### config.mk
export PLATFORM = sky130hd
export DESIGN_NAME = coap_message_parser_flat
export DESIGN_NICKNAME = d
export VERILOG_FILES = /design/src/hw/rtl/coapp_pkg.sv /design/src/hw/rtl/coapp_if.sv /design/src/hw/rtl/coapp_parser.sv /design/src/hw/rtl/coapp_queue.sv /design/src/hw/rtl/coap_message_parser.sv /design/src/flat_wrapper.sv
export SDC_FILE = /design/constraint.sdc
export NUM_CORES = 1
export LEC_CHECK = 0
export BUFFER_PORTS_ARGS = -buffer_cell sky130_fd_sc_hd__buf_2
export CORE_UTILIZATION = 45
export CTS_CLUSTER_DIAMETER = 40
export DETAILED_ROUTE_END_ITERATION = 7
export SYNTH_ARGS = -nofsm -noshare
export SYNTH_HDL_FRONTEND = slang
export SYNTH_SLANG_ARGS = --single-unit
export TNS_END_PERCENT = 50
### constraint.sdc
create_clock -name i_clk -period 4.8 [get_ports i_clk]
set_clock_uncertainty 0.2 [all_clocks]
set_input_delay 0.24 -clock i_clk [delete_from_list [all_inputs] [get_ports i_clk]]
set_output_delay 0.24 -clock i_clk [all_outputs]
set_load 0.005 [all_outputs]
### src/hw/rtl/coapp_pkg.sv
`timescale 1ns / 1ps
// ----------------------------------------------------------------------------
// coapp_pkg
// shared types and codes of the coap message parser
// ----------------------------------------------------------------------------
package coapp_pkg;

    typedef enum logic [2:0] {
        PH_HEADER  = 3'd0,
        PH_TOKEN   = 3'd1,
        PH_OPTHDR  = 3'd2,
        PH_OPTEXT  = 3'd3,
        PH_VALUE   = 3'd4,
        PH_PAYLOAD = 3'd5,
        PH_DISCARD = 3'd6
    } t_phase;

    typedef enum logic [3:0] {
        K_HDR_BYTE  = 4'd0,
        K_HDR_DONE  = 4'd1,
        K_TOKEN     = 4'd2,
        K_OPT_HDR   = 4'd3,
        K_OPT_START = 4'd4,
        K_VALUE     = 4'd5,
        K_MARKER    = 4'd6,
        K_PAYLOAD   = 4'd7,
        K_DISCARD   = 4'd8,
        K_END       = 4'd9
    } t_kind;

    typedef enum logic [1:0] {
        ST_OK       = 2'd0,
        ST_SHORT    = 2'd1,
        ST_FORMAT   = 2'd2,
        ST_IGNORED  = 2'd3
    } t_status;

    typedef enum logic [1:0] {
        EXT_NONE = 2'd0,
        EXT_ONE  = 2'd1,
        EXT_TWO  = 2'd2
    } t_ext_mode;

    localparam logic [7:0]  MARKER_BYTE = 8'hFF;
    localparam logic [3:0]  NIB_EXT1    = 4'd13;
    localparam logic [3:0]  NIB_EXT2    = 4'd14;
    localparam logic [3:0]  NIB_RSVD    = 4'd15;
    localparam logic [3:0]  MAX_TKL     = 4'd8;
    localparam logic [1:0]  COAP_VER    = 2'd1;
    localparam logic [15:0] EXT1_BIAS   = 16'd13;
    localparam logic [15:0] EXT2_BIAS   = 16'd269;

    localparam int QUEUE_DEPTH = 4;
    localparam int QPTR_W      = $clog2(QUEUE_DEPTH);

    typedef struct packed {
        t_kind       kind;
        logic [7:0]  byte_value;
        logic [1:0]  message_type;
        logic [3:0]  token_length;
        logic [2:0]  code_major;
        logic [4:0]  code_minor;
        logic [15:0] message_id;
        logic [15:0] opt_number;
        logic [15:0] option_length;
        t_status     status;
        logic        last_of_run;
    } t_result;

    typedef struct packed {
        logic valid;
        logic two;
    } t_push;

endpackage

### src/hw/rtl/coapp_if.sv
`timescale 1ns / 1ps
// ----------------------------------------------------------------------------
// coapp_if
// byte input channel and result output channel of the coap message parser
// ----------------------------------------------------------------------------
interface coapp_in_if;
    logic       valid;
    logic       ready;
    logic [7:0] data_byte;
    logic       last_byte;

    modport source (output valid, output data_byte, output last_byte, input ready);
    modport sink   (input valid, input data_byte, input last_byte, output ready);
endinterface

interface coapp_out_if;
    logic        valid;
    logic        ready;
    logic [3:0]  kind;
    logic [7:0]  byte_value;
    logic [1:0]  message_type;
    logic [3:0]  token_length;
    logic [2:0]  code_major;
    logic [4:0]  code_minor;
    logic [15:0] message_id;
    logic [15:0] opt_number;
    logic [15:0] option_length;
    logic [1:0]  status;
    logic        last_of_run;

    modport source (
        output valid, input ready,
        output kind, output byte_value, output message_type, output token_length,
        output code_major, output code_minor, output message_id,
        output opt_number, output option_length, output status, output last_of_run
    );
    modport sink (
        input valid, output ready,
        input kind, input byte_value, input message_type, input token_length,
        input code_major, input code_minor, input message_id,
        input opt_number, input option_length, input status, input last_of_run
    );
endinterface

### src/hw/rtl/coapp_parser.sv
`timescale 1ns / 1ps
// ----------------------------------------------------------------------------
// coapp_parser
// datagram phase tracking and per-byte result generation
// ----------------------------------------------------------------------------
module coapp_parser
    import coapp_pkg::*;
(
    input  logic       i_clk,
    input  logic       i_rst_n,
    input  logic       i_accept,
    input  logic [7:0] i_data_byte,
    input  logic       i_last_byte,
    output t_push      o_push,
    output t_result    o_res0,
    output t_result    o_res1
);

    t_phase      r_phase,  n_phase;
    logic [1:0]  r_hidx,   n_hidx;
    logic [7:0]  r_first,  n_first;
    logic [7:0]  r_code,   n_code;
    logic [7:0]  r_idhi,   n_idhi;
    logic [3:0]  r_tok,    n_tok;
    logic [15:0] r_prev,   n_prev;
    logic [15:0] r_delta,  n_delta;
    logic [15:0] r_len,    n_len;
    t_ext_mode   r_dmode,  n_dmode;
    t_ext_mode   r_lmode,  n_lmode;
    logic        r_eidx,   n_eidx;
    logic [15:0] r_vrem,   n_vrem;
    t_status     r_err,    n_err;

    always_comb begin
        logic [3:0]  d_nib;
        logic [3:0]  l_nib;
        logic [3:0]  tkl;
        logic        opt_start;
        logic [15:0] num;

        n_phase = r_phase;  n_hidx  = r_hidx;  n_first = r_first; n_code = r_code;
        n_idhi  = r_idhi;   n_tok   = r_tok;   n_prev  = r_prev;  n_delta = r_delta;
        n_len   = r_len;    n_dmode = r_dmode; n_lmode = r_lmode; n_eidx = r_eidx;
        n_vrem  = r_vrem;   n_err   = r_err;
        o_res0      = '0;
        o_res1      = '0;
        o_res1.kind = K_END;
        d_nib     = i_data_byte[7:4];
        l_nib     = i_data_byte[3:0];
        tkl       = r_first[3:0];
        opt_start = 1'b0;
        num       = '0;

        case (r_phase)
            PH_HEADER: begin
                o_res0.kind = K_HDR_BYTE;
                case (r_hidx)
                    2'd0: n_first = i_data_byte;
                    2'd1: n_code  = i_data_byte;
                    2'd2: n_idhi  = i_data_byte;
                    default: begin
                        if (r_first[7:6] != COAP_VER) begin
                            n_err   = ST_IGNORED;
                            n_phase = PH_DISCARD;
                        end else if (tkl > MAX_TKL) begin
                            n_err   = ST_FORMAT;
                            n_phase = PH_DISCARD;
                        end else begin
                            o_res0.kind         = K_HDR_DONE;
                            o_res0.message_type = r_first[5:4];
                            o_res0.token_length = tkl;
                            o_res0.code_major   = r_code[7:5];
                            o_res0.code_minor   = r_code[4:0];
                            o_res0.message_id   = {r_idhi, i_data_byte};
                            n_tok   = tkl;
                            n_phase = (tkl != 4'd0) ? PH_TOKEN : PH_OPTHDR;
                        end
                    end
                endcase
                if (r_hidx != 2'd3) begin
                    n_hidx = 2'(r_hidx + 2'd1);
                end
            end
            PH_TOKEN: begin
                o_res0.kind       = K_TOKEN;
                o_res0.byte_value = i_data_byte;
                n_tok = 4'(r_tok - 4'd1);
                if (n_tok == 4'd0) begin
                    n_phase = PH_OPTHDR;
                end
            end
            PH_OPTHDR: begin
                if (i_data_byte == MARKER_BYTE) begin
                    o_res0.kind = K_MARKER;
                    n_phase     = PH_PAYLOAD;
                end else begin
                    o_res0.kind = K_OPT_HDR;
                    if (d_nib == NIB_RSVD || l_nib == NIB_RSVD) begin
                        n_err   = ST_FORMAT;
                        n_phase = PH_DISCARD;
                    end else begin
                        n_delta = {12'd0, d_nib};
                        n_len   = {12'd0, l_nib};
                        n_dmode = (d_nib == NIB_EXT1) ? EXT_ONE :
                                  (d_nib == NIB_EXT2) ? EXT_TWO : EXT_NONE;
                        n_lmode = (l_nib == NIB_EXT1) ? EXT_ONE :
                                  (l_nib == NIB_EXT2) ? EXT_TWO : EXT_NONE;
                        n_eidx  = 1'b0;
                        if (n_dmode == EXT_NONE && n_lmode == EXT_NONE) begin
                            opt_start = 1'b1;
                        end else begin
                            n_phase = PH_OPTEXT;
                        end
                    end
                end
            end
            PH_OPTEXT: begin
                o_res0.kind = K_OPT_HDR;
                // delta extension first, then length extension
                if (r_dmode != EXT_NONE) begin
                    if (r_dmode == EXT_ONE) begin
                        n_delta = {8'd0, i_data_byte} + EXT1_BIAS;
                        n_dmode = EXT_NONE;
                    end else if (!r_eidx) begin
                        n_delta = {i_data_byte, 8'd0};
                        n_eidx  = 1'b1;
                    end else begin
                        n_delta = 16'(r_delta + {8'd0, i_data_byte} + EXT2_BIAS);
                        n_eidx  = 1'b0;
                        n_dmode = EXT_NONE;
                    end
                end else begin
                    if (r_lmode == EXT_ONE) begin
                        n_len   = {8'd0, i_data_byte} + EXT1_BIAS;
                        n_lmode = EXT_NONE;
                    end else if (!r_eidx) begin
                        n_len   = {i_data_byte, 8'd0};
                        n_eidx  = 1'b1;
                    end else begin
                        n_len   = 16'(r_len + {8'd0, i_data_byte} + EXT2_BIAS);
                        n_eidx  = 1'b0;
                        n_lmode = EXT_NONE;
                    end
                end
                if (n_dmode == EXT_NONE && n_lmode == EXT_NONE) begin
                    opt_start = 1'b1;
                end
            end
            PH_VALUE: begin
                o_res0.kind       = K_VALUE;
                o_res0.byte_value = i_data_byte;
                n_vrem = 16'(r_vrem - 16'd1);
                if (n_vrem == 16'd0) begin
                    n_phase = PH_OPTHDR;
                end
            end
            PH_PAYLOAD: begin
                o_res0.kind       = K_PAYLOAD;
                o_res0.byte_value = i_data_byte;
            end
            default: begin
                o_res0.kind = K_DISCARD;
            end
        endcase

        if (opt_start) begin
            num = 16'(r_prev + n_delta);
            o_res0.kind          = K_OPT_START;
            o_res0.opt_number    = num;
            o_res0.option_length = n_len;
            n_prev  = num;
            n_vrem  = n_len;
            n_phase = (n_len != 16'd0) ? PH_VALUE : PH_OPTHDR;
        end

        if (i_last_byte) begin
            if (n_err != ST_OK) begin
                o_res1.status = n_err;
            end else if (n_phase == PH_OPTHDR || n_phase == PH_PAYLOAD) begin
                o_res1.status = ST_OK;
            end else begin
                o_res1.status = ST_SHORT;
            end
            o_res1.last_of_run = 1'b1;
            n_phase = PH_HEADER;  n_hidx  = '0;       n_first = '0;  n_code = '0;
            n_idhi  = '0;         n_tok   = '0;       n_prev  = '0;  n_delta = '0;
            n_len   = '0;         n_dmode = EXT_NONE; n_lmode = EXT_NONE;
            n_eidx  = 1'b0;       n_vrem  = '0;       n_err   = ST_OK;
        end else begin
            o_res0.last_of_run = 1'b1;
        end

        o_push.valid = i_accept;
        o_push.two   = i_last_byte;
    end

    always_ff @(posedge i_clk) begin
        if (!i_rst_n) begin
            r_phase <= PH_HEADER; r_hidx  <= '0;       r_first <= '0; r_code <= '0;
            r_idhi  <= '0;        r_tok   <= '0;       r_prev  <= '0; r_delta <= '0;
            r_len   <= '0;        r_dmode <= EXT_NONE; r_lmode <= EXT_NONE;
            r_eidx  <= 1'b0;      r_vrem  <= '0;       r_err   <= ST_OK;
        end else if (i_accept) begin
            r_phase <= n_phase; r_hidx  <= n_hidx;  r_first <= n_first; r_code <= n_code;
            r_idhi  <= n_idhi;  r_tok   <= n_tok;   r_prev  <= n_prev;  r_delta <= n_delta;
            r_len   <= n_len;   r_dmode <= n_dmode; r_lmode <= n_lmode;
            r_eidx  <= n_eidx;  r_vrem  <= n_vrem;  r_err   <= n_err;
        end
    end

    // an error always parks the parser in the discard phase until the datagram ends
    a_err_discard: assert property (@(posedge i_clk) disable iff (!i_rst_n)
        (r_err != ST_OK) |-> (r_phase == PH_DISCARD))
        else $error("error latched outside discard phase");

    // the final byte returns the parser to the header phase
    a_last_clears: assert property (@(posedge i_clk) disable iff (!i_rst_n)
        (i_accept && i_last_byte) |=> (r_phase == PH_HEADER && r_hidx == 2'd0))
        else $error("state not cleared after final byte");

    // extension bytes only while an extension is outstanding
    a_ext_mode: assert property (@(posedge i_clk) disable iff (!i_rst_n)
        (r_phase == PH_OPTEXT) |-> (r_dmode != EXT_NONE || r_lmode != EXT_NONE))
        else $error("extension phase with no extension pending");

endmodule

### src/hw/rtl/coapp_queue.sv
`timescale 1ns / 1ps
// ----------------------------------------------------------------------------
// coapp_queue
// small result queue taking one or two results per cycle, giving one
// ----------------------------------------------------------------------------
module coapp_queue
    import coapp_pkg::*;
(
    input  logic    i_clk,
    input  logic    i_rst_n,
    input  t_push   i_push,
    input  t_result i_res0,
    input  t_result i_res1,
    input  logic    i_pop,
    output logic    o_room,
    output logic    o_valid,
    output t_result o_head
);

    localparam logic [QPTR_W:0] DEPTH_C = (QPTR_W + 1)'(QUEUE_DEPTH);

    t_result           r_mem [QUEUE_DEPTH];
    logic [QPTR_W-1:0] r_wptr, n_wptr;
    logic [QPTR_W-1:0] r_rptr, n_rptr;
    logic [QPTR_W:0]   r_count, n_count;
    logic              do_pop;
    logic [QPTR_W:0]   push_n;

    assign o_room  = (r_count <= DEPTH_C - (QPTR_W + 1)'(2));
    assign o_valid = (r_count != '0);
    assign o_head  = r_mem[r_rptr];
    assign do_pop  = i_pop && o_valid;

    always_comb begin
        push_n  = i_push.valid ? (i_push.two ? (QPTR_W + 1)'(2) : (QPTR_W + 1)'(1)) : '0;
        n_wptr  = QPTR_W'(r_wptr + push_n[QPTR_W-1:0]);
        n_rptr  = do_pop ? QPTR_W'(r_rptr + QPTR_W'(1)) : r_rptr;
        n_count = (QPTR_W + 1)'(r_count + push_n - {{QPTR_W{1'b0}}, do_pop});
    end

    always_ff @(posedge i_clk) begin
        if (i_push.valid) begin
            r_mem[r_wptr] <= i_res0;
            if (i_push.two) begin
                r_mem[QPTR_W'(r_wptr + QPTR_W'(1))] <= i_res1;
            end
        end
    end

    always_ff @(posedge i_clk) begin
        if (!i_rst_n) begin
            r_wptr  <= '0;
            r_rptr  <= '0;
            r_count <= '0;
        end else begin
            r_wptr  <= n_wptr;
            r_rptr  <= n_rptr;
            r_count <= n_count;
        end
    end

    a_no_overflow: assert property (@(posedge i_clk) disable iff (!i_rst_n)
        r_count <= DEPTH_C)
        else $error("result queue overflow");

    a_push_room: assert property (@(posedge i_clk) disable iff (!i_rst_n)
        i_push.valid |-> o_room)
        else $error("push without room for two results");

    a_pop_drains: assert property (@(posedge i_clk) disable iff (!i_rst_n)
        (do_pop && !i_push.valid) |=> (r_count == $past(r_count) - (QPTR_W + 1)'(1)))
        else $error("pop did not drain one entry");

endmodule

### src/hw/rtl/coap_message_parser.sv
`timescale 1ns / 1ps
// ----------------------------------------------------------------------------
// coap_message_parser
// byte-serial parser of coap datagrams: header, token, options, payload
// ----------------------------------------------------------------------------
// One datagram byte is taken per request on i_byte, with last_byte set on its
// final byte. Each byte gives one role result on o_res; the final byte gives a
// second result of kind end that carries the status, after which the parser
// starts over on a new datagram. A byte is taken in every cycle while the
// four-entry result queue has room for two results, and its results are
// registered in that queue. With o_res always ready the block sustains
// one byte per cycle, and each final byte adds one extra result to drain
// through the single output port of the result queue.
module coap_message_parser
    import coapp_pkg::*;
(
    input  logic               i_clk,
    input  logic               i_rst_n,
    coapp_in_if.sink           i_byte,
    coapp_out_if.source        o_res
);

    logic    accept;
    logic    room;
    logic    head_valid;
    t_push   push;
    t_result res0;
    t_result res1;
    t_result head;

    // a byte is taken only when both of its possible results fit
    assign i_byte.ready = room;
    assign accept       = i_byte.valid && room;

    // header, token and option decode with all phase state
    coapp_parser u_parser (
        .i_clk       (i_clk),
        .i_rst_n     (i_rst_n),
        .i_accept    (accept),
        .i_data_byte (i_byte.data_byte),
        .i_last_byte (i_byte.last_byte),
        .o_push      (push),
        .o_res0      (res0),
        .o_res1      (res1)
    );

    // result queue parts the input side from a stalled consumer
    coapp_queue u_queue (
        .i_clk   (i_clk),
        .i_rst_n (i_rst_n),
        .i_push  (push),
        .i_res0  (res0),
        .i_res1  (res1),
        .i_pop   (o_res.ready),
        .o_room  (room),
        .o_valid (head_valid),
        .o_head  (head)
    );

    // result fields to the output channel
    assign o_res.valid         = head_valid;
    assign o_res.kind          = head.kind;
    assign o_res.byte_value    = head.byte_value;
    assign o_res.message_type  = head.message_type;
    assign o_res.token_length  = head.token_length;
    assign o_res.code_major    = head.code_major;
    assign o_res.code_minor    = head.code_minor;
    assign o_res.message_id    = head.message_id;
    assign o_res.opt_number    = head.opt_number;
    assign o_res.option_length = head.option_length;
    assign o_res.status        = head.status;
    assign o_res.last_of_run   = head.last_of_run;

    // every byte taken leaves something to deliver next cycle
    a_accept_valid: assert property (@(posedge i_clk) disable iff (!i_rst_n)
        accept |=> o_res.valid)
        else $error("accepted byte produced no result");

    // an end result always closes its run
    a_end_last: assert property (@(posedge i_clk) disable iff (!i_rst_n)
        (o_res.valid && o_res.kind == K_END) |-> o_res.last_of_run)
        else $error("end result not flagged last of run");

    // a final byte always hands an end result to the queue
    a_last_end: assert property (@(posedge i_clk) disable iff (!i_rst_n)
        (accept && i_byte.last_byte) |-> (push.two && res1.kind == K_END))
        else $error("final byte without end result");

endmodule
### src/flat_wrapper.sv
// flat-port wrapper written by rule: the top's interface ports become plain ports
module coap_message_parser_flat import coapp_pkg::*;
  (i_clk, i_rst_n, i_byte_valid, i_byte_data_byte, i_byte_last_byte, i_byte_ready, o_res_valid, o_res_ready, o_res_kind, o_res_byte_value, o_res_message_type, o_res_token_length, o_res_code_major, o_res_code_minor, o_res_message_id, o_res_opt_number, o_res_option_length, o_res_status, o_res_last_of_run);
  coapp_in_if i_byte_i ();
  coapp_out_if o_res_i ();
  input  logic i_clk;
  input  logic i_rst_n;
  input wire logic [$bits(i_byte_i.valid)-1:0] i_byte_valid;
  input wire logic [$bits(i_byte_i.data_byte)-1:0] i_byte_data_byte;
  input wire logic [$bits(i_byte_i.last_byte)-1:0] i_byte_last_byte;
  output wire logic [$bits(i_byte_i.ready)-1:0] i_byte_ready;
  output wire logic [$bits(o_res_i.valid)-1:0] o_res_valid;
  input wire logic [$bits(o_res_i.ready)-1:0] o_res_ready;
  output wire logic [$bits(o_res_i.kind)-1:0] o_res_kind;
  output wire logic [$bits(o_res_i.byte_value)-1:0] o_res_byte_value;
  output wire logic [$bits(o_res_i.message_type)-1:0] o_res_message_type;
  output wire logic [$bits(o_res_i.token_length)-1:0] o_res_token_length;
  output wire logic [$bits(o_res_i.code_major)-1:0] o_res_code_major;
  output wire logic [$bits(o_res_i.code_minor)-1:0] o_res_code_minor;
  output wire logic [$bits(o_res_i.message_id)-1:0] o_res_message_id;
  output wire logic [$bits(o_res_i.opt_number)-1:0] o_res_opt_number;
  output wire logic [$bits(o_res_i.option_length)-1:0] o_res_option_length;
  output wire logic [$bits(o_res_i.status)-1:0] o_res_status;
  output wire logic [$bits(o_res_i.last_of_run)-1:0] o_res_last_of_run;
  assign i_byte_i.valid = i_byte_valid;
  assign i_byte_i.data_byte = i_byte_data_byte;
  assign i_byte_i.last_byte = i_byte_last_byte;
  assign i_byte_ready = i_byte_i.ready;
  assign o_res_valid = o_res_i.valid;
  assign o_res_i.ready = o_res_ready;
  assign o_res_kind = o_res_i.kind;
  assign o_res_byte_value = o_res_i.byte_value;
  assign o_res_message_type = o_res_i.message_type;
  assign o_res_token_length = o_res_i.token_length;
  assign o_res_code_major = o_res_i.code_major;
  assign o_res_code_minor = o_res_i.code_minor;
  assign o_res_message_id = o_res_i.message_id;
  assign o_res_opt_number = o_res_i.opt_number;
  assign o_res_option_length = o_res_i.option_length;
  assign o_res_status = o_res_i.status;
  assign o_res_last_of_run = o_res_i.last_of_run;
  coap_message_parser u_core (.i_clk(i_clk), .i_rst_n(i_rst_n), .i_byte(i_byte_i), .o_res(o_res_i));
endmodule
==> flow_metrics.env, run 1 <==
export IMPL_dr_pass1_iters=8
export IMPL_cp_arrival_ps=4900
export IMPL_cts_sinks=421
export IMPL_chipHeight_um=213
export IMPL_fin_util=0.540
export IMPL_syn2layout_area_growth_pct=17.4
export IMPL_clk_pin_slew_ps=60
export IMPL_final_cell_mix="406 x dfxtp_1, 241 x nand2_1, 182 x o21ai_0, 168 x a22o_1, 114 x nor2_1"
export IMPL_die_w_um=213
export IMPL_critPathMostFrequentCell="ha_1"
export IMPL_via_count=16700
export IMPL_min_path_type="input port to register"
export IMPL_insertion_delay_ps=620
export IMPL_cts_tree="built"
export IMPL_row_count=76
export IMPL_start_util=0.460
export IMPL_synth_seq_area_share=0.429
export IMPL_crit_cells=21
export IMPL_ioPinCount=92
export IMPL_syn_area_um2=19900
export IMPL_antenna_cells=0
export IMPL_r2r_end="u_core.u_parser.r_prev[14]$_SDFFE_PN0P_"
export IMPL_fin_crit_ps=4530
export IMPL_r2r_setup_slack_ps=270
export IMPL_ant_nets=0
export IMPL_ys_flop_type="dfxtp_1"
export IMPL_r2r_start="u_core.u_parser.r_delta[0]$_SDFFE_PN0P_"
export IMPL_synthTopCellsByArea="dfxtp_1 41%, mux4_2 8.7%, a22o_1 7.4%"
export IMPL_clockBufferDepth=3
export IMPL_drv_cap=0
export IMPL_synth_top_area_cell="dfxtp_1"
export IMPL_tightestPinTransition_ps=1260
export IMPL_yosys_cell_types_count=89
export IMPL_status="completed"
export IMPL_worst_setup_path_end_kind="register"
export IMPL_coreArea_um2=43400
export IMPL_period_share=0.944
export IMPL_power_density_nw_per_um2=412
export IMPL_critPathTopFamily="compound AO/OA/AOI/OAI gates"
export IMPL_holdWs_ps=59.8
export IMPL_grt_pass1_vias=16500
export IMPL_gp_congestion=0.920
export IMPL_path_cells="inv_1 -> ha_1 -> inv_1 -> ha_1 -> fa_2 -> nand2_1 -> a21oi_1 -> o21ai_0 -> nor3_1 -> a221o_1 -> ha_1 -> nor2b_1 -> o21ai_1 -> a21boi_1 -> o41ai_2 -> o211ai_1 -> a31o_2 -> a21oi_2 -> xnor2_2 -> a22oi_1 -> nor2b_1"
export IMPL_leakage_nw=8.84
export IMPL_min_to="u_core.u_queue.r_mem[3][39]$_SDFFE_PP0P_"
export IMPL_worstHoldStart="i_byte_data_byte[4]"
export IMPL_crit_type="register to register"
export IMPL_synth_nets=2169
export IMPL_htreeDepth=2
export IMPL_via_per_inst=5.96
export IMPL_wire_per_inst_um=21.6
export IMPL_cts_buffers=61
export IMPL_synth_edff_count=12
export IMPL_slew_viol_final=0
export IMPL_hold_depth=3
export IMPL_die_area_um2=45200
export IMPL_async_flop_share=0
export IMPL_final_nets=2252
export IMPL_hold_viol_final=0
export IMPL_rr_worst_depth=21
export IMPL_track_usage=0.271
export IMPL_drive_gt1_frac=0.179
export IMPL_drc=0
export IMPL_crit_path_start_kind="register"
export IMPL_dp_hpwl_mm=40.3
export IMPL_io_buffer_count=91
export IMPL_required_ps=5170
export IMPL_drt_first_iter_violations=1294
export IMPL_postRouteWirelength_mm=60.6
export IMPL_grt_max_degree=79
export IMPL_setup_violations_final=0
export IMPL_slew_headroom=0.148
export IMPL_syn_avg_cell_area_um2=9.56
export IMPL_cpPeakStageDelay_ps=570
export IMPL_cp_max_fo=5
export IMPL_fmax_mhz=221
export IMPL_synth_warnings=0
export IMPL_synth_seq_cells=421
export IMPL_netlist_instances=2087
export IMPL_peakVddDrop_mv=0.294
export IMPL_grt_overflow_total=0
export IMPL_cp_slowest_cell="fa_2"
export IMPL_clock_root_buffer="clkbuf_16"
export IMPL_synth_top_cell_area_share=0.410
export IMPL_critPathBufInv=2
export IMPL_layout_commonest_cell="dfxtp_1"
export IMPL_grt_pass1_wl_mm=95.3
export IMPL_antenna_found_initial=0
through the flow:
step | cells | instance area (um2) | setup TNS (ps) | worst slack, ps | total power [mW]
after floorplan | 2087 | 19900 | 0 | 419 | 4.75
after global placement | 2681 | 21200 | 0 | 78.9 | 5.24
after detailed placement | 2681 | 21200 | -123 | -39.7 | 5.27
after CTS | 2801 | 23300 | 0 | 9.47 | 9.73
after global routing | 2804 | 23400 | -32.1 | -32.1 | 10.0
final | 2804 | 23400 | 0 | 268 | 9.66
registers in the layout, indices dropped and copies added (netlist names), 3 cells and up, named ones only:
register / flops
u_core.u_parser.r_prev: 16
u_core.u_parser.r_delta: 16
u_core.u_parser.r_idhi: 8
u_core.u_parser.r_phase: 3
u_core.u_parser.r_vrem: 16
u_core.u_queue.r_mem: 308
u_core.u_parser.r_code: 8
u_core.u_queue.r_count: 3
u_core.u_parser.r_tok: 4
u_core.u_parser.r_len: 16
u_core.u_parser.r_first: 8
worst register-to-register path, cell delays in order, from the launching register on:
cell and delay (ps):
dfxtp_1 340, inv_1 70, ha_1 140, inv_1 50, ha_1 240, fa_2 570, nand2_1 50, a21oi_1 180
o21ai_0 130, nor3_1 170, a221o_1 200, ha_1 280, nor2b_1 140, o21ai_1 170, a21boi_1 120, o41ai_2 390
o211ai_1 180, a31o_2 270, a21oi_2 170, xnor2_2 180, a22oi_1 110, nor2b_1 130
final cells by class:
| cell class | instances | area, um2 |
|---|---|---|
| multi-input cells | 1459 | 10800 |
| inverters | 53 | 199 |
| clock buffers | 69 | 1590 |
| well taps | 585 | 732 |
| fillers | 3962 | 19900 |
| flip-flops and latches | 421 | 8560 |
| repair buffers | 174 | 1120 |
| clock inverters | 43 | 464 |
synthesized netlist by cell type, types with 5 or more instances:
cell,count
inv_1,52
or3_1,9
nor2_1,119
buf_2,11
nand3_1,22
xnor2_1,33
mux2i_1,6
o21a_1,5
buf_1,11
o21bai_1,5
nor2b_1,80
o21ai_0,187
nor3_1,28
or2_2,6
o31ai_1,8
nand2b_1,14
a31oi_1,8
nor4_1,10
a22o_1,168
o22ai_1,13
ha_1,65
a21boi_0,14
a21o_1,20
nand3b_1,9
dfxtp_1,409
and3_1,13
and2_1,31
clkbuf_1,130
xor2_1,19
nand4_1,6
mux4_2,77
a211oi_1,11
edfxtp_1,12
nor3b_1,6
a21oi_1,66
nand2_1,241
a22oi_1,64
layer usage:
metal	track usage	share of wire	wire (um)	vias up
li1	-	-	-	7819
met1	0.352	0.43	26300	8314
met2	0.463	0.49	29800	474
met3	0.0332	0.047	2840	95
met4	0.0958	0.028	1720	0
met5	0	0	0	-
what timing repair did:
item	in CTS	in global routing
buffers inserted	0	3
endpoints found under the setup margin	0	16
endpoints found under the hold margin	39	0
hold buffers	8	0
resized for setup	0	21
worst max-delay path by stage:
| stage | start | endpoint | slack [ps] |
|---|---|---|---|
| after global routing | u_core.u_parser.r_delta[2]$_SDFFE_PN0P_ | u_core.u_parser.r_prev[15]$_SDFFE_PN0P_ | -30 |
| after global placement | i_byte_data_byte[2] | u_core.u_queue.r_mem[0][34]$_SDFFE_PP0P_ | 80 |
| after CTS | u_core.u_parser.r_delta[2]$_SDFFE_PN0P_ | u_core.u_queue.r_mem[0][34]$_SDFFE_PP0P_ | 9 |
| after detailed placement | i_byte_data_byte[2] | u_core.u_queue.r_mem[0][34]$_SDFFE_PP0P_ | -40 |
| final | u_core.u_parser.r_delta[0]$_SDFFE_PN0P_ | u_core.u_parser.r_prev[14]$_SDFFE_PN0P_ | 270 |
| after floorplan | i_byte_data_byte[0] | u_core.u_parser.r_prev[14]$_SDFFE_PN0P_ | 420 |
where the power goes:
part / internal (mW) / leakage (nW) / total, mW / switching (mW)
sequential: 3.62 / 3.41 / 3.81 / 0.193
clock: 2.69 / 0.996 / 4.46 / 1.77
combinational: 0.498 / 4.44 / 1.39 / 0.892
total: 6.80 / 8.84 / 9.66 / 2.86
kinds of logic (layout without fill, tap and decap cells):
group	count (synthesis)	in the layout	synth area share
AO/OA/AOI/OAI	634	634	0.222
multiplexers	83	83	0.0899
flip-flops	421	421	0.429
adder cells (fa/ha/maj)	69	69	0.0448
buffers and inverters	207	339	0.0400
XOR/XNOR	52	52	0.0228
AND/OR/NAND/NOR	621	621	0.152
Note: power is estimated with default switching activity, not from simulation.
==> inputs of run 2 (changes only) <==
--- a/config.mk
+++ b/config.mk
@@ -9,6 +9,7 @@
 export CORE_UTILIZATION = 45
 export CTS_CLUSTER_DIAMETER = 40
 export DETAILED_ROUTE_END_ITERATION = 7
+export MAX_ROUTING_LAYER = met4
 export SYNTH_ARGS = -nofsm -noshare
 export SYNTH_HDL_FRONTEND = slang
 export SYNTH_SLANG_ARGS = --single-unit
==> run 2 against run 1 <==
Final cell count grew 0.32%. Non-clock buffer count increased by 3. Final area increased by 0.79%. Via count is 0.42% higher. Hold slack worse by 35 ps. First-iteration DRC count down 10%. Critical path type unchanged. Critical endpoint is now u_core.u_parser.r_prev[15]$_SDFFE_PN0P_. Largest power group unchanged. Highest routed layer unchanged.
==> flow_metrics.env, run 2 (synthesis gave the netlist of run 1 again) <==
export IMPL_dp_hpwl_mm=40.1
export IMPL_top_register="u_core.u_queue.r_mem"
export IMPL_worst_setup_path_end_kind="register"
export IMPL_syn2layout_area_growth_pct=18.3
export IMPL_io_buffer_count=91
export IMPL_clock_root_buffer="clkbuf_16"
export IMPL_final_cell_mix="406 x dfxtp_1, 241 x nand2_1, 182 x o21ai_0, 168 x a22o_1, 115 x nor2_1"
export IMPL_setup_violations_final=0
export IMPL_insertion_delay_ps=600
export IMPL_die_w_um=213
export IMPL_multi_input_area_um2=10700
export IMPL_cp_arrival_ps=4780
export IMPL_required_ps=5080
export IMPL_fmax_mhz=222
export IMPL_cpPeakStageDelay_ps=420
export IMPL_drv_cap=0
export IMPL_grt_max_degree=79
export IMPL_start_util=0.460
export IMPL_leakage_nw=8.94
export IMPL_cts_tree="built"
export IMPL_drc=0
export IMPL_tightestPinTransition_ps=1210
export IMPL_critPathMostFrequentCell="ha_1"
export IMPL_via_count=16800
export IMPL_gp_congestion=0.926
export IMPL_drt_first_iter_violations=1162
export IMPL_dr_pass1_iters=5
export IMPL_status="completed"
export IMPL_antenna_found_initial=0
export IMPL_cts_sinks=421
export IMPL_critPathBufInv=1
export IMPL_drive_gt1_frac=0.180
export IMPL_grt_pass1_vias=16700
export IMPL_dpl_worst_slack_ps=54.8
export IMPL_layout_commonest_cell="dfxtp_1"
export IMPL_path_cells="ha_1 -> ha_1 -> fa_2 -> a21o_1 -> a21o_1 -> nand2_1 -> nand2b_1 -> a21oi_2 -> xor2_1 -> o22ai_1 -> a22o_1 -> ha_1 -> nor2_1 -> nor2_1 -> a31oi_1 -> o31a_1 -> o21ai_2 -> xor2_1 -> buf_4 -> mux2i_1 -> a21boi_0"
export IMPL_slew_viol_final=0
export IMPL_clk_pin_slew_ps=60
export IMPL_cp_slowest_cell="fa_2"
export IMPL_final_nets=2260
export IMPL_cts_buffers=66
export IMPL_ant_nets=0
export IMPL_coreArea_um2=43400
export IMPL_postRouteWirelength_mm=60.1
export IMPL_clockBufferDepth=3
export IMPL_grt_pass1_wl_mm=94.6
export IMPL_setup_slack_ps=299
export IMPL_crit_path_start_kind="register"
export IMPL_setup_tns_ps=0
export IMPL_period_share=0.938
export IMPL_ioPinCount=92
export IMPL_power_density_nw_per_um2=423
export IMPL_seqCellArea_um2=8560
export IMPL_grt_overflow_total=0
export IMPL_largest_register_ffs=308
export IMPL_via_per_inst=5.96
export IMPL_fin_crit_ps=4500
export IMPL_slew_headroom=0.183
export IMPL_fillers=3985
export IMPL_row_count=76
export IMPL_peakVddDrop_mv=0.283
export IMPL_power_mw=9.98
export IMPL_critPathTopFamily="compound AO/OA/AOI/OAI gates"
export IMPL_chipHeight_um=213
export IMPL_wire_per_inst_um=21.4
export IMPL_antenna_cells=0
export IMPL_crit_type="register to register"
export IMPL_cp_max_fo=4
export IMPL_min_path_type="input port to register"
export IMPL_track_usage=0.279
export IMPL_hold_viol_final=0
export IMPL_htreeDepth=3
export IMPL_die_area_um2=45200
## run 2: changes by cell type in the layout (fill, tap and decap cells not counted), moves of 2 or more
cell	previous run	this run
clkinv_4	10	12
clkbuf_8	3	0
buf_4	73	76
bufinv_16	5	7
clkinv_8	1	3
clkbuf_16	61	67
clkinv_2	8	6
## run 2: worst paths after layout
check                                                              start                                       end  slack, ps  cells past startpoint
worst max-delay path             u_core.u_parser.r_delta[1]$_SDFFE_PN0P_   u_core.u_parser.r_prev[15]$_SDFFE_PN0P_        300                     21
worst min-delay path                                             i_rst_n   u_core.u_parser.r_delta[9]$_SDFFE_PN0P_         30                      3
worst max register to register   u_core.u_parser.r_delta[1]$_SDFFE_PN0P_   u_core.u_parser.r_prev[15]$_SDFFE_PN0P_        300                     21
worst min register to register  u_core.u_queue.r_mem[1][26]$_SDFFE_PP0P_  u_core.u_queue.r_mem[1][26]$_SDFFE_PP0P_        250                      2
## run 2: where the power goes
part	internal, mW	switching (mW)
clock	2.99	1.80
sequential	3.62	0.151
combinational	0.498	0.927
total	7.10	2.87
## run 2: per-stage QoR
stage	instances	utilization	hold slack, ps	instance area (um2)
finish	2813	0.544	25.3	23600
detailed placement	2686	0.489	240	21200
global route	2813	0.544	52.7	23600
floorplan	2087	-	220	19900
CTS	2811	0.543	17.4	23500
global placement	2686	0.489	229	21200
## run 2: worst reg2reg max path, stage by stage (launching register included)
cell and delay, ps:
dfxtp_1 370, ha_1 250, ha_1 230, fa_2 420, a21o_1 190, a21o_1 200, nand2_1 90, nand2b_1 80
a21oi_2 180, xor2_1 160, o22ai_1 100, a22o_1 210, ha_1 290, nor2_1 50, nor2_1 160, a31oi_1 130
o31a_1 350, o21ai_2 170, xor2_1 160, buf_4 160, mux2i_1 180, a21boi_0 90
## run 2: cell type report
type / count / area share
Clock buffer: 73 / 0.0720
Multi-Input combinational cell: 1459 / 0.454
Clock inverter: 45 / 0.0225
Tap cell: 585 / 0.0310
Inverter: 53 / 0.00843
Sequential cell: 421 / 0.363
Timing Repair Buffer: 177 / 0.0490
## run 2: timing repair
| action | CTS | global route |
|---|---|---|
| gates resized for setup | 0 | 17 |
| endpoints found under the hold margin | 23 | 0 |
| setup buffers | 0 | 2 |
| hold buffers | 7 | 0 |
| setup endpoints to repair | 0 | 12 |
## run 2: layer usage
layer / track usage / vias up / part of all wire
li1: - / 7856 / -
met1: 0.345 / 8297 / 0.43
met2: 0.456 / 494 / 0.49
met3: 0.0467 / 125 / 0.051
met4: 0.106 / 0 / 0.033
met5: - / - / 0
